<file path="src/rtl/wsfp_pkg.sv">
package wsfp_pkg;

    // Defaults for the top-level parameters
    localparam int LENGTH_BITS_DEF = 64;
    localparam int QUEUE_DEPTH_DEF = 4;

    // Width of the payload_length result field
    localparam int PAYLOAD_LEN_W = 64;

    // Seven-bit length codes that select an extended length field
    localparam logic [6:0] LEN_CODE_EXT16 = 7'd126;
    localparam logic [6:0] LEN_CODE_EXT64 = 7'd127;

    // Byte counts of the variable header fields
    localparam logic [3:0] EXT16_BYTES = 4'd2;
    localparam logic [3:0] EXT64_BYTES = 4'd8;
    localparam logic [3:0] KEY_BYTES   = 4'd4;

    // Result kinds, carried on m_tuser
    typedef enum logic [1:0] {
        KIND_HDR  = 2'd0,
        KIND_PAY  = 2'd1,
        KIND_STAT = 2'd2
    } kind_t;

    // End-of-frame status codes
    typedef enum logic [1:0] {
        ST_OK       = 2'd0,
        ST_SHORT    = 2'd1,
        ST_MISMATCH = 2'd2
    } status_t;

    // Decoded header fields
    typedef struct packed {
        logic                     fin;
        logic [2:0]               reserved_bits;
        logic [3:0]               opcode;
        logic                     masked;
        logic [6:0]               length_code;
        logic [PAYLOAD_LEN_W-1:0] payload_length;
        logic [31:0]              mask_key;
    } hdr_t;

    // One queued request: the results caused by one input byte
    typedef struct packed {
        logic       has_main;   // header or payload result present
        logic       main_pay;   // main result is a payload byte
        logic       has_stat;   // end status follows
        status_t    status;
        logic [7:0] data_byte;
        hdr_t       hdr;
    } cmd_t;

    // One result as driven on the master side
    typedef struct packed {
        kind_t      kind;
        hdr_t       hdr;
        logic [7:0] data_byte;
        status_t    status;
        logic       last;
    } res_t;

endpackage

</file>
<file path="src/rtl/wsfp_front.sv">
module wsfp_front import wsfp_pkg::*; #(
    parameter int LENGTH_BITS = LENGTH_BITS_DEF
) (
    input  logic       aclk,
    input  logic       aresetn,
    input  logic       cfg_we,
    input  logic       cfg_wdata,
    input  logic       in_valid,
    output logic       in_ready,
    input  logic [7:0] in_byte,
    input  logic       in_last,
    input  logic       q_full,
    output logic       q_push,
    output cmd_t       q_cmd
);

    typedef enum logic [5:0] {
        PH_FIRST  = 6'b000001,
        PH_SECOND = 6'b000010,
        PH_EXT    = 6'b000100,
        PH_KEY    = 6'b001000,
        PH_PAY    = 6'b010000,
        PH_OVER   = 6'b100000
    } phase_t;

    phase_t                 phase_reg, phase_next;
    logic                   demask_reg;
    logic [7:0]             hdr1_reg, hdr1_next;
    logic [7:0]             hdr2_reg, hdr2_next;
    logic [LENGTH_BITS-1:0] len_reg, len_next;
    logic [LENGTH_BITS-1:0] cnt_reg, cnt_next;
    logic [3:0]             left_reg, left_next;
    logic [31:0]            key_reg, key_next;
    logic [1:0]             seen_reg, seen_next;

    logic       accept;
    logic       hdr_emit;
    logic       pay_emit;
    logic       stat_emit;
    status_t    status;
    logic [7:0] data;
    logic [7:0] key_byte;
    logic [6:0] code;

    assign in_ready = !q_full;
    assign accept   = in_valid && in_ready;
    assign code     = in_byte[6:0];
    // Key byte for this payload index: index 0 takes the most significant byte
    assign key_byte = key_reg[{~seen_reg, 3'b000} +: 8];

    // Decode one frame byte
    always_comb begin
        phase_next = phase_reg;
        hdr1_next  = hdr1_reg;
        hdr2_next  = hdr2_reg;
        len_next   = len_reg;
        cnt_next   = cnt_reg;
        left_next  = left_reg;
        key_next   = key_reg;
        seen_next  = seen_reg;
        hdr_emit   = 1'b0;
        pay_emit   = 1'b0;
        stat_emit  = 1'b0;
        status     = ST_OK;
        data       = in_byte;
        if (accept) begin
            unique case (phase_reg)
                PH_SECOND: begin
                    hdr2_next = in_byte;
                    if (code == LEN_CODE_EXT16) begin
                        left_next  = EXT16_BYTES;
                        phase_next = PH_EXT;
                    end else if (code == LEN_CODE_EXT64) begin
                        left_next  = EXT64_BYTES;
                        phase_next = PH_EXT;
                    end else begin
                        len_next = LENGTH_BITS'(code);
                        if (in_byte[7]) begin
                            left_next  = KEY_BYTES;
                            phase_next = PH_KEY;
                        end else begin
                            hdr_emit   = 1'b1;
                            phase_next = PH_PAY;
                        end
                    end
                end
                PH_EXT: begin
                    // Shift in big-endian; high bits fall off a narrow accumulator
                    len_next  = {len_reg[LENGTH_BITS-9:0], in_byte};
                    left_next = left_reg - 4'd1;
                    if (left_next == 4'd0) begin
                        if (hdr2_reg[7]) begin
                            left_next  = KEY_BYTES;
                            phase_next = PH_KEY;
                        end else begin
                            hdr_emit   = 1'b1;
                            phase_next = PH_PAY;
                        end
                    end
                end
                PH_KEY: begin
                    key_next  = {key_reg[23:0], in_byte};
                    left_next = left_reg - 4'd1;
                    if (left_next == 4'd0) begin
                        hdr_emit   = 1'b1;
                        phase_next = PH_PAY;
                    end
                end
                PH_PAY: begin
                    if (cnt_reg < len_reg) begin
                        pay_emit = 1'b1;
                        if (demask_reg && hdr2_reg[7]) begin
                            data = in_byte ^ key_byte;
                        end
                        cnt_next  = cnt_reg + LENGTH_BITS'(1);
                        seen_next = seen_reg + 2'd1;
                    end else begin
                        phase_next = PH_OVER;
                    end
                end
                PH_OVER: begin
                    // Drop excess bytes until the frame ends
                end
                default: begin
                    hdr1_next  = in_byte;
                    hdr2_next  = '0;
                    len_next   = '0;
                    cnt_next   = '0;
                    left_next  = '0;
                    key_next   = '0;
                    seen_next  = '0;
                    phase_next = PH_SECOND;
                end
            endcase

            // Close the frame on its last byte
            if (in_last) begin
                stat_emit = 1'b1;
                if (phase_next == PH_SECOND) begin
                    status = ST_SHORT;
                end else if (phase_next == PH_PAY) begin
                    status = (cnt_next == len_next) ? ST_OK : ST_MISMATCH;
                end else begin
                    status = ST_MISMATCH;
                end
                phase_next = PH_FIRST;
            end
        end
    end

    // Build the request for the back end
    always_comb begin
        q_cmd                    = '0;
        q_cmd.has_main           = hdr_emit || pay_emit;
        q_cmd.main_pay           = pay_emit;
        q_cmd.has_stat           = stat_emit;
        q_cmd.status             = status;
        q_cmd.data_byte          = data;
        q_cmd.hdr.fin            = hdr1_reg[7];
        q_cmd.hdr.reserved_bits  = hdr1_reg[6:4];
        q_cmd.hdr.opcode         = hdr1_reg[3:0];
        q_cmd.hdr.masked         = hdr2_next[7];
        q_cmd.hdr.length_code    = hdr2_next[6:0];
        q_cmd.hdr.payload_length = PAYLOAD_LEN_W'(len_next);
        q_cmd.hdr.mask_key       = key_next;
    end

    assign q_push = accept && (hdr_emit || pay_emit || stat_emit);

    // Control state and configuration
    always_ff @(posedge aclk) begin
        if (!aresetn) begin
            phase_reg  <= PH_FIRST;
            demask_reg <= 1'b1;
        end else begin
            phase_reg <= phase_next;
            if (cfg_we) begin
                demask_reg <= cfg_wdata;
            end
        end
    end

    // Frame fields, all set or cleared on the first header byte
    always_ff @(posedge aclk) begin
        hdr1_reg <= hdr1_next;
        hdr2_reg <= hdr2_next;
        len_reg  <= len_next;
        cnt_reg  <= cnt_next;
        left_reg <= left_next;
        key_reg  <= key_next;
        seen_reg <= seen_next;
    end

endmodule

</file>
<file path="src/rtl/wsfp_fifo.sv">
module wsfp_fifo import wsfp_pkg::*; #(
    parameter int DEPTH = QUEUE_DEPTH_DEF
) (
    input  logic aclk,
    input  logic aresetn,
    input  logic push,
    input  cmd_t push_data,
    output logic full,
    input  logic pop,
    output cmd_t head,
    output logic empty
);

    localparam int AW = (DEPTH > 1) ? $clog2(DEPTH) : 1;
    localparam int CW = $clog2(DEPTH + 1);

    cmd_t          mem [DEPTH];
    logic [AW-1:0] wr_ptr_reg, wr_ptr_next;
    logic [AW-1:0] rd_ptr_reg, rd_ptr_next;
    logic [CW-1:0] count_reg, count_next;

    assign full  = (count_reg == CW'(DEPTH));
    assign empty = (count_reg == '0);
    assign head  = mem[rd_ptr_reg];

    // Advance pointers with wrap at the depth
    always_comb begin
        wr_ptr_next = wr_ptr_reg;
        rd_ptr_next = rd_ptr_reg;
        count_next  = count_reg;
        if (push) begin
            wr_ptr_next = (wr_ptr_reg == AW'(DEPTH - 1)) ? '0 : wr_ptr_reg + AW'(1);
        end
        if (pop) begin
            rd_ptr_next = (rd_ptr_reg == AW'(DEPTH - 1)) ? '0 : rd_ptr_reg + AW'(1);
        end
        case ({push, pop})
            2'b10:   count_next = count_reg + CW'(1);
            2'b01:   count_next = count_reg - CW'(1);
            default: count_next = count_reg;
        endcase
    end

    always_ff @(posedge aclk) begin
        if (!aresetn) begin
            wr_ptr_reg <= '0;
            rd_ptr_reg <= '0;
            count_reg  <= '0;
        end else begin
            wr_ptr_reg <= wr_ptr_next;
            rd_ptr_reg <= rd_ptr_next;
            count_reg  <= count_next;
        end
    end

    // Store requests
    always_ff @(posedge aclk) begin
        if (push) begin
            mem[wr_ptr_reg] <= push_data;
        end
    end

    a_no_overflow: assert property (@(posedge aclk) disable iff (!aresetn)
        push |-> !full)
        else $error("request pushed into a full queue");

    a_no_underflow: assert property (@(posedge aclk) disable iff (!aresetn)
        pop |-> !empty)
        else $error("request popped from an empty queue");

    a_count_bound: assert property (@(posedge aclk) disable iff (!aresetn)
        count_reg <= CW'(DEPTH))
        else $error("queue count beyond depth");

endmodule

</file>
<file path="src/rtl/wsfp_back.sv">
module wsfp_back import wsfp_pkg::*; (
    input  logic aclk,
    input  logic aresetn,
    input  logic q_empty,
    input  cmd_t q_head,
    output logic q_pop,
    output logic out_valid,
    input  logic out_ready,
    output res_t out_res
);

    logic valid_reg, valid_next;
    logic sel_reg, sel_next;   // main result of the head already sent
    res_t res_reg, res_next;
    logic load;

    assign load      = !valid_reg || out_ready;
    assign out_valid = valid_reg;
    assign out_res   = res_reg;

    // Expand the head request into one or two results
    always_comb begin
        valid_next = valid_reg;
        sel_next   = sel_reg;
        res_next   = res_reg;
        q_pop      = 1'b0;
        if (load) begin
            valid_next = !q_empty;
            if (!q_empty) begin
                res_next = '0;
                if (!sel_reg && q_head.has_main) begin
                    if (q_head.main_pay) begin
                        res_next.kind      = KIND_PAY;
                        res_next.data_byte = q_head.data_byte;
                    end else begin
                        res_next.kind = KIND_HDR;
                        res_next.hdr  = q_head.hdr;
                    end
                    res_next.last = !q_head.has_stat;
                    if (q_head.has_stat) begin
                        sel_next = 1'b1;
                    end else begin
                        q_pop = 1'b1;
                    end
                end else begin
                    res_next.kind   = KIND_STAT;
                    res_next.status = q_head.status;
                    res_next.last   = 1'b1;
                    q_pop           = 1'b1;
                    sel_next        = 1'b0;
                end
            end
        end
    end

    always_ff @(posedge aclk) begin
        if (!aresetn) begin
            valid_reg <= 1'b0;
            sel_reg   <= 1'b0;
        end else begin
            valid_reg <= valid_next;
            sel_reg   <= sel_next;
        end
    end

    // Hold result payload
    always_ff @(posedge aclk) begin
        res_reg <= res_next;
    end

    a_sel_on_pair: assert property (@(posedge aclk) disable iff (!aresetn)
        sel_reg |-> (!q_empty && q_head.has_main && q_head.has_stat))
        else $error("split request without a pending status");

    a_status_last: assert property (@(posedge aclk) disable iff (!aresetn)
        (valid_reg && res_reg.kind == KIND_STAT) |-> res_reg.last)
        else $error("status result not marked last");

endmodule

</file>
<file path="src/rtl/websocket_frame_parser.sv">
// A result passes through the request queue and then the output register to the master side.
// Throughput: one frame byte per cycle unless the queue is full; the last byte of a frame
// that also carries a header or payload result yields two results, one after the other.
// A request queue between decoder and output stage absorbs such bursts and downstream stalls.
// Reset: aresetn is synchronous, active low; it empties the queue, expects a new frame
// header and turns payload unmasking on.
module websocket_frame_parser import wsfp_pkg::*; #(
    parameter int LENGTH_BITS = LENGTH_BITS_DEF,
    parameter int QUEUE_DEPTH = QUEUE_DEPTH_DEF
) (
    input  logic         aclk,
    input  logic         aresetn,
    input  logic         cfg_we,
    input  logic         cfg_wdata,    // unmask enable
    input  logic         s_tvalid,
    output logic         s_tready,
    input  logic [7:0]   s_tdata,      // frame_byte
    input  logic         s_tlast,      // last_byte
    output logic         m_tvalid,
    input  logic         m_tready,
    // fin, reserved_bits, opcode, masked, length_code, payload_length, mask_key,
    // data_byte, status, zero fill
    output logic [127:0] m_tdata,
    output logic [1:0]   m_tuser,      // kind
    output logic         m_tlast       // last
);

    logic q_push;
    logic q_pop;
    logic q_full;
    logic q_empty;
    cmd_t q_in;
    cmd_t q_head;
    res_t res;

    wsfp_front #(
        .LENGTH_BITS(LENGTH_BITS)
    ) u_front (
        .aclk     (aclk),
        .aresetn  (aresetn),
        .cfg_we   (cfg_we),
        .cfg_wdata(cfg_wdata),
        .in_valid (s_tvalid),
        .in_ready (s_tready),
        .in_byte  (s_tdata),
        .in_last  (s_tlast),
        .q_full   (q_full),
        .q_push   (q_push),
        .q_cmd    (q_in)
    );

    wsfp_fifo #(
        .DEPTH(QUEUE_DEPTH)
    ) u_fifo (
        .aclk     (aclk),
        .aresetn  (aresetn),
        .push     (q_push),
        .push_data(q_in),
        .full     (q_full),
        .pop      (q_pop),
        .head     (q_head),
        .empty    (q_empty)
    );

    wsfp_back u_back (
        .aclk     (aclk),
        .aresetn  (aresetn),
        .q_empty  (q_empty),
        .q_head   (q_head),
        .q_pop    (q_pop),
        .out_valid(m_tvalid),
        .out_ready(m_tready),
        .out_res  (res)
    );

    // Pack the result fields, first field in the lowest bits
    assign m_tdata = {6'b000000,
                      res.status,
                      res.data_byte,
                      res.hdr.mask_key,
                      res.hdr.payload_length,
                      res.hdr.length_code,
                      res.hdr.masked,
                      res.hdr.opcode,
                      res.hdr.reserved_bits,
                      res.hdr.fin};
    assign m_tuser = res.kind;
    assign m_tlast = res.last;

endmodule

</file>
<file path="config.mk">
export PLATFORM = sky130hd
export DESIGN_NAME = websocket_frame_parser
export DESIGN_NICKNAME = d
export VERILOG_FILES = /design/src/rtl/wsfp_pkg.sv /design/src/rtl/wsfp_front.sv /design/src/rtl/wsfp_fifo.sv /design/src/rtl/wsfp_back.sv /design/src/rtl/websocket_frame_parser.sv
export SDC_FILE = /design/constraint.sdc
export NUM_CORES = 1
export LEC_CHECK = 0
export BUFFER_PORTS_ARGS = -buffer_cell sky130_fd_sc_hd__buf_2
export CAP_MARGIN = 25
export CORE_MARGIN = 4
export CORE_UTILIZATION = 30
export DETAILED_ROUTE_END_ITERATION = 7
export HOLD_SLACK_MARGIN = 0.15
export PLACE_DENSITY = 0.46
export SYNTH_ARGS = -nofsm -noshare
export SYNTH_HDL_FRONTEND = slang
export SYNTH_HIERARCHICAL = 1
export SYNTH_SLANG_ARGS = --single-unit
</file>
<file path="constraint.sdc">
create_clock -name aclk -period 14 [get_ports aclk]
set_clock_uncertainty 0.1 [all_clocks]
set_input_delay 0.7 -clock aclk [delete_from_list [all_inputs] [get_ports aclk]]
set_output_delay 0.7 -clock aclk [all_outputs]
set_load 0.02 [all_outputs]
</file>
==> flow_summary.ini, run 1 <==
[final_layout]
fin_util = 0.348
regMostFlops = u_fifo/mem
drive_above_1_share = 0.189
area_growth_pct = 15.0
layout.nets = 2811
nFillCells = 11766
largest_reg_flops = 500

[worst_setup_path]
cpMaxStageDelayCell = or3b_2
path_cells = ha_1 > a21oi_1 > o21ai_0 > a221oi_1 > nor2_1 > or3b_2 > nor2_1 > buf_4 > o21ai_0 > a221oi_1 > o211ai_1 > nor4_1 > and4b_1 > a21oi_1
crit_fanout = 29
critPathKind = flip-flop to flip-flop
endpoint_kind = flip-flop
cp_data_required_time_ns = 14.29
start_kind = flip-flop
crit_path_max_incr_delay_ns = 0.86
critical_path_arrival_ns = 6.73

[yosys]
synth_edf_count = 703
ys_warn_count = 6
synth_cell_type_count = 97
syn_area_mm2 = 0.0368
async_flop_share = 0
ys.flop_type = edfxtp_1
ys_seq_area_frac = 0.640
ys_ff_latch = 825
syn_inst = 2587
avgSynthCellArea_um2 = 14.2

[sta]
slew_headroom = 0.261
fin_crit_ns = 6.44
rsz0062_at_grt = no
setup-violations-final = 0
drv_slew = 0
hold_violations = 0
fin_crit_sh = 0.460
max_freq_ghz = 0.155
fin_setup_tns_ns = 0
tightest_slew_ns = 1.11

[drt]
finalWirelength_um = 115000
vias = 23735
first_iter_violations = 2144
routed_via_density = 5.36
drc = 0
wire_per_inst_um = 25.9
ant_nets = 0
dr.pass1.iters = 7

[die]
design.core.area_mm2 = 0.122
rows = 128
initial_core_util = 0.302
die_w_um = 358
die-area_mm2 = 0.128
io_pins = 148
die_h_um = 358

[clock_network]
clk_pin_slew_ns = 0.07
root_buffer = clkbuf_16
clk-insertion-delay-late_ns = 0.69
cts_tree = done
cts_made_buffers = 90
cts_num_sinks = 825
cts_max_path_buffers = 3
htree_levels = 3

[global_route]
track_usage = 0.177
antenna_found_initial = 2
grt_pass1_wl_um = 168000
grt_overflow = 0
grt_pass1_vias = 23878
grt_max_degree = 72

[placement]
gp_congestion = 0.915
io_buffers = 141
dp_hpwl_um = 77600

[outcome]
outcome = completed

[power_and_ir_drop]
power_leakage_nw = 14.2
p_per_area_mw_per_mm2 = 174
peakVddDrop_v = 0.000242

[job]
maxCapViolCount = 0

[worst_hold_path]
hold_path_class = input port to flip-flop
[through the flow]
step | cell area, um2 | total power [W] | hold WS [ns] | instances | setup slack [ns]
floorplan | 36800 | 0.00450 | 0.331 | 2592 | 5.54
global placement | 39200 | 0.00501 | 0.367 | 4245 | 7.53
detailed placement | 39300 | 0.00504 | 0.386 | 4251 | 7.62
CTS | 42300 | 0.00748 | 0.204 | 4421 | 7.60
global route | 42300 | 0.00771 | 0.249 | 4425 | 7.36
finish | 42300 | 0.00735 | 0.255 | 4426 | 7.56
[metal layers]
layer  GRT usage  part of all wire
met5           0                 0
met1       0.238              0.43
met2       0.293              0.48
met4      0.0586             0.029
met3      0.0291             0.060
[logic make-up after synthesis]
| logic type | share of synthesized area |
|---|---|
| buffers and inverters | 0.0328 |
| adders and majority gates | 0.0250 |
| AOI/OAI and AO/OA | 0.100 |
| xor gates and xnor gates | 0.0100 |
| muxes | 0.0857 |
| DFF | 0.640 |
| other | 0.000102 |
| and+or+nand+nor | 0.106 |
[power breakdown]
part / switching, W / internal [W] / total [W] / leakage [nW]
Sequential: 0.000188 / 0.00311 / 0.00329 / 7.64
Clock: 0.000996 / 0.00141 / 0.00241 / 1.48
Combinational: 0.00107 / 0.000586 / 0.00165 / 5.06
[timing repair]
item | in CTS | in global routing
resized for setup | 0 | 0
buffers inserted | 0 | 0
hold buffers | 2 | 0
hold endpoints to repair | 1 | 0
endpoints found under the setup margin | 0 | 0
[final cells by class]
type / instances / area, um2 / share of cell area
Tap cell: 1625 / 2030 / 0.0481
Antenna cell: 2 / 5.00 / 0.000118
Clock buffer: 118 / 2450 / 0.0579
Inverter: 100 / 375 / 0.00887
Clock inverter: 50 / 544 / 0.0129
Multi-Input combinational cell: 1506 / 12100 / 0.287
Timing Repair Buffer: 200 / 1210 / 0.0286
Sequential cell: 825 / 23600 / 0.557
[Yosys cell counts, types with 28 or more instances]
| cell type | instances | area (um2) |
|---|---|---|
| nand4_1 | 38 | 238 |
| nor2_1 | 77 | 289 |
| clkbuf_1 | 84 | 315 |
| o21ai_0 | 105 | 526 |
| nor3_1 | 33 | 165 |
| a22o_1 | 78 | 683 |
| buf_2 | 31 | 155 |
| xnor2_1 | 28 | 245 |
| a21oi_1 | 59 | 295 |
| edfxtp_1 | 703 | 21100 |
| and3_1 | 46 | 288 |
| inv_1 | 98 | 368 |
| ha_1 | 72 | 901 |
| and2_1 | 138 | 863 |
| a31oi_1 | 29 | 181 |
| nand3_1 | 77 | 385 |
| dfxtp_1 | 122 | 2440 |
| mux4_2 | 134 | 3020 |
| nand2_1 | 192 | 721 |
| a22oi_1 | 61 | 458 |
[worst max-delay path, delay by kind of cell, from the launching register on]
family                     cells  cell delay [ns]
buffers and inverters          1             0.33
DFF                            1             0.54
and+or+nand+nor                5             2.79
AOI/OAI and AO/OA              7             1.99
adders and majority gates      1             0.37
[cell usage in the layout, fill, tap and decap left out, types with 45 or more instances in the layout]
cell / n
a21oi_1: 59
a22o_1: 78
a22oi_1: 61
and2_1: 133
and3_1: 45
buf_2: 142
buf_4: 48
clkbuf_16: 92
dfxtp_1: 120
edfxtp_1: 703
ha_1: 72
inv_1: 98
mux4_2: 134
nand2_1: 190
nand3_1: 76
nor2_1: 75
o21ai_0: 105
[final timing paths]
check,from,endpoint,slack [ns],cells past startpoint
min,m_tready,u_back/out_valid,0.25,3
min reg2reg,u_front/hdr1_reg[6],u_fifo/mem[1][110],0.40,0
max reg2reg,u_front/cnt_reg[35],u_fifo/mem[1][121],7.56,14
max,u_front/cnt_reg[35],u_fifo/mem[1][121],7.56,14
(Power assumes the default switching activity.)
==> run 2, diff against run 1 <==
- clock period: 14 -> 6.59 ns (I/O delays scaled with it)
==> run 2 against run 1 <==
  * Register-to-register slack lost 7.2 ns
  * Count of clock-buffer cells in the layout grew 3
  * First-iteration DRC count is 4.5% lower
  * Core utilization is 0.47 points higher
  * Clock power increased by 110%
  * Design area up 1.4%
  * Critical path depth decreased by 1
  * Non-clock buffer count rose by 61
  * Largest power group unchanged
  * Highest routed layer unchanged
==> flow_summary.ini, run 2 (synthesized netlist as in run 1, its figures left out) <==
[global_route]
antenna_found_initial = 0
grt_pass1_wl_um = 170000
grt_max_degree = 88
grt_overflow = 0
grt_pass1_vias = 23896
track_usage = 0.179

[drt]
wire_per_inst_um = 26.0
ant_nets = 0
dr.pass1.iters = 5
drc = 0
first_iter_violations = 2048
vias = 23770
finalWirelength_um = 117000
routed_via_density = 5.30

[die]
design.core.area_mm2 = 0.122
io_pins = 148
rows = 128
die_h_um = 358
die_w_um = 358
die-area_mm2 = 0.128
initial_core_util = 0.302

[final_layout]
largest_reg_flops = 500
mostFrequentLayoutCell = edfxtp_1
layout.nets = 2870
fin_cells = 4482
regMostFlops = u_fifo/mem
final_cell_mix = edfxtp_1 (703), nand2_1 (190), buf_2 (141)
drive_above_1_share = 0.200
fin_util = 0.352
area_growth_pct = 16.6

[power_and_ir_drop]
p_per_area_mw_per_mm2 = 365
peakVddDrop_v = 0.000274
power_leakage_nw = 14.5

[sta]
slew_headroom = 0.270
drv_slew = 0
rsz0062_at_grt = no
setup-violations-final = 0
fin_crit_sh = 0.951
max_freq_ghz = 0.160
fin_setup_tns_ns = 0
hold_violations = 0
hold_ws_ns = 0.361
fin_crit_ns = 6.27
tightest_slew_ns = 1.09

[placement]
io_buffers = 141
dp_hpwl_um = 81000
place_inst = 4300
gp_congestion = 0.941

[worst_setup_path]
crit_fanout = 29
start_kind = flip-flop
cpMaxStageDelayCell = nor2_1
critical_path_arrival_ns = 6.52
path_depth = 13
r2r_cells = 13
path_cells = ha_1 > a21oi_1 > o21ai_0 > a221oi_1 > nor2_1 > or3b_2 > nor2_1 > o211ai_1 > xor2_1 > nand4b_1 > nor4_1 > and4b_1 > a21oi_1
critPathBufInv = 0
endpoint_kind = flip-flop
crit_path_max_incr_delay_ns = 0.89
critPathKind = flip-flop to flip-flop
cp_data_required_time_ns = 6.84
critical_path.top_delay_family = simple AND/OR/NAND/NOR gates

[clock_network]
cts_made_buffers = 88
cts_max_path_buffers = 3
root_buffer = clkbuf_16
clk_pin_slew_ns = 0.06
htree_levels = 3
cts_tree = done
cts_num_sinks = 825
ctsResizeCount = 0
clk-insertion-delay-late_ns = 0.66

[outcome]
outcome = completed

[worst_hold_path]
hold_path_depth = 4
hold_path_class = input port to flip-flop

[job]
maxCapViolCount = 0
run 2: cell types whose count changed in the layout (fill, tap and decap cells not counted), moves of 2 or more:
cell	previous run	this run
inv_4	0	3
clkinv_1	9	13
buf_12	0	12
inv_6	7	1
buf_16	3	1
dlygate4sd3_1	2	16
clkbuf_1	21	19
clkdlybuf4s18_2	2	0
clkbuf_8	5	11
buf_4	48	91
clkinv_2	19	11
run 2: timing repair:
| item | 4_1_cts | 5_1_grt |
|---|---|---|
| setup buffers | 0 | 0 |
| hold endpoints to repair | 45 | 0 |
| hold buffers | 16 | 0 |
run 2: cell type report:
type	count	area (um2)
clock buffers	121	2500
clock inverters	43	470
diodes	1	2.50
flip-flops and latches	825	23600
well taps	1625	2030
fillers	11713	78800
repair buffers	261	1820
multi-input cells	1506	12100
inverters	100	375
run 2: final timing paths:
check                           start             endpoint  slack [ns]
setup / recovery  u_front/cnt_reg[33]   u_fifo/mem[3][121]        0.32
hold reg to reg   u_front/hdr1_reg[3]   u_fifo/mem[2][107]        0.39
hold / removal               s_tvalid  u_front/left_reg[1]        0.36
setup reg to reg  u_front/cnt_reg[33]   u_fifo/mem[3][121]        0.32
run 2: through the flow:
| step | instance area [um2] | setup slack, ns | power (W) |
|---|---|---|---|
| floorplan | 36800 | 0.415 | 0.00950 |
| global placement | 39700 | 0.474 | 0.0107 |
| detailed placement | 39700 | 0.474 | 0.0107 |
| CTS | 42900 | 0.413 | 0.0159 |
| global route | 42900 | 0.236 | 0.0164 |
| finish | 42900 | 0.321 | 0.0156 |
run 2: routing by layer:
| metal | track usage | up-vias | share of wire | wire (um) |
|---|---|---|---|---|
| met5 | 0 | - | 0 | 0 |
| met4 | 0.0510 | 0 | 0.028 | 3220 |
| met3 | 0.0267 | 188 | 0.054 | 6270 |
| met2 | 0.301 | 786 | 0.48 | 56500 |
| met1 | 0.241 | 12248 | 0.43 | 50700 |
| li1 | - | 10548 | - | - |
run 2: worst min-delay path, cell delays in order:
cell and delay [ns]:
buf_2 0.11, nand2_2 0.18, a21oi_1 0.11, o21a_1 0.18
run 2: power breakdown:
group | switching [W] | internal, W | leakage (nW)
clock network | 0.00208 | 0.00298 | 1.45
registers | 0.000402 | 0.00659 | 7.64
logic | 0.00228 | 0.00130 | 5.38
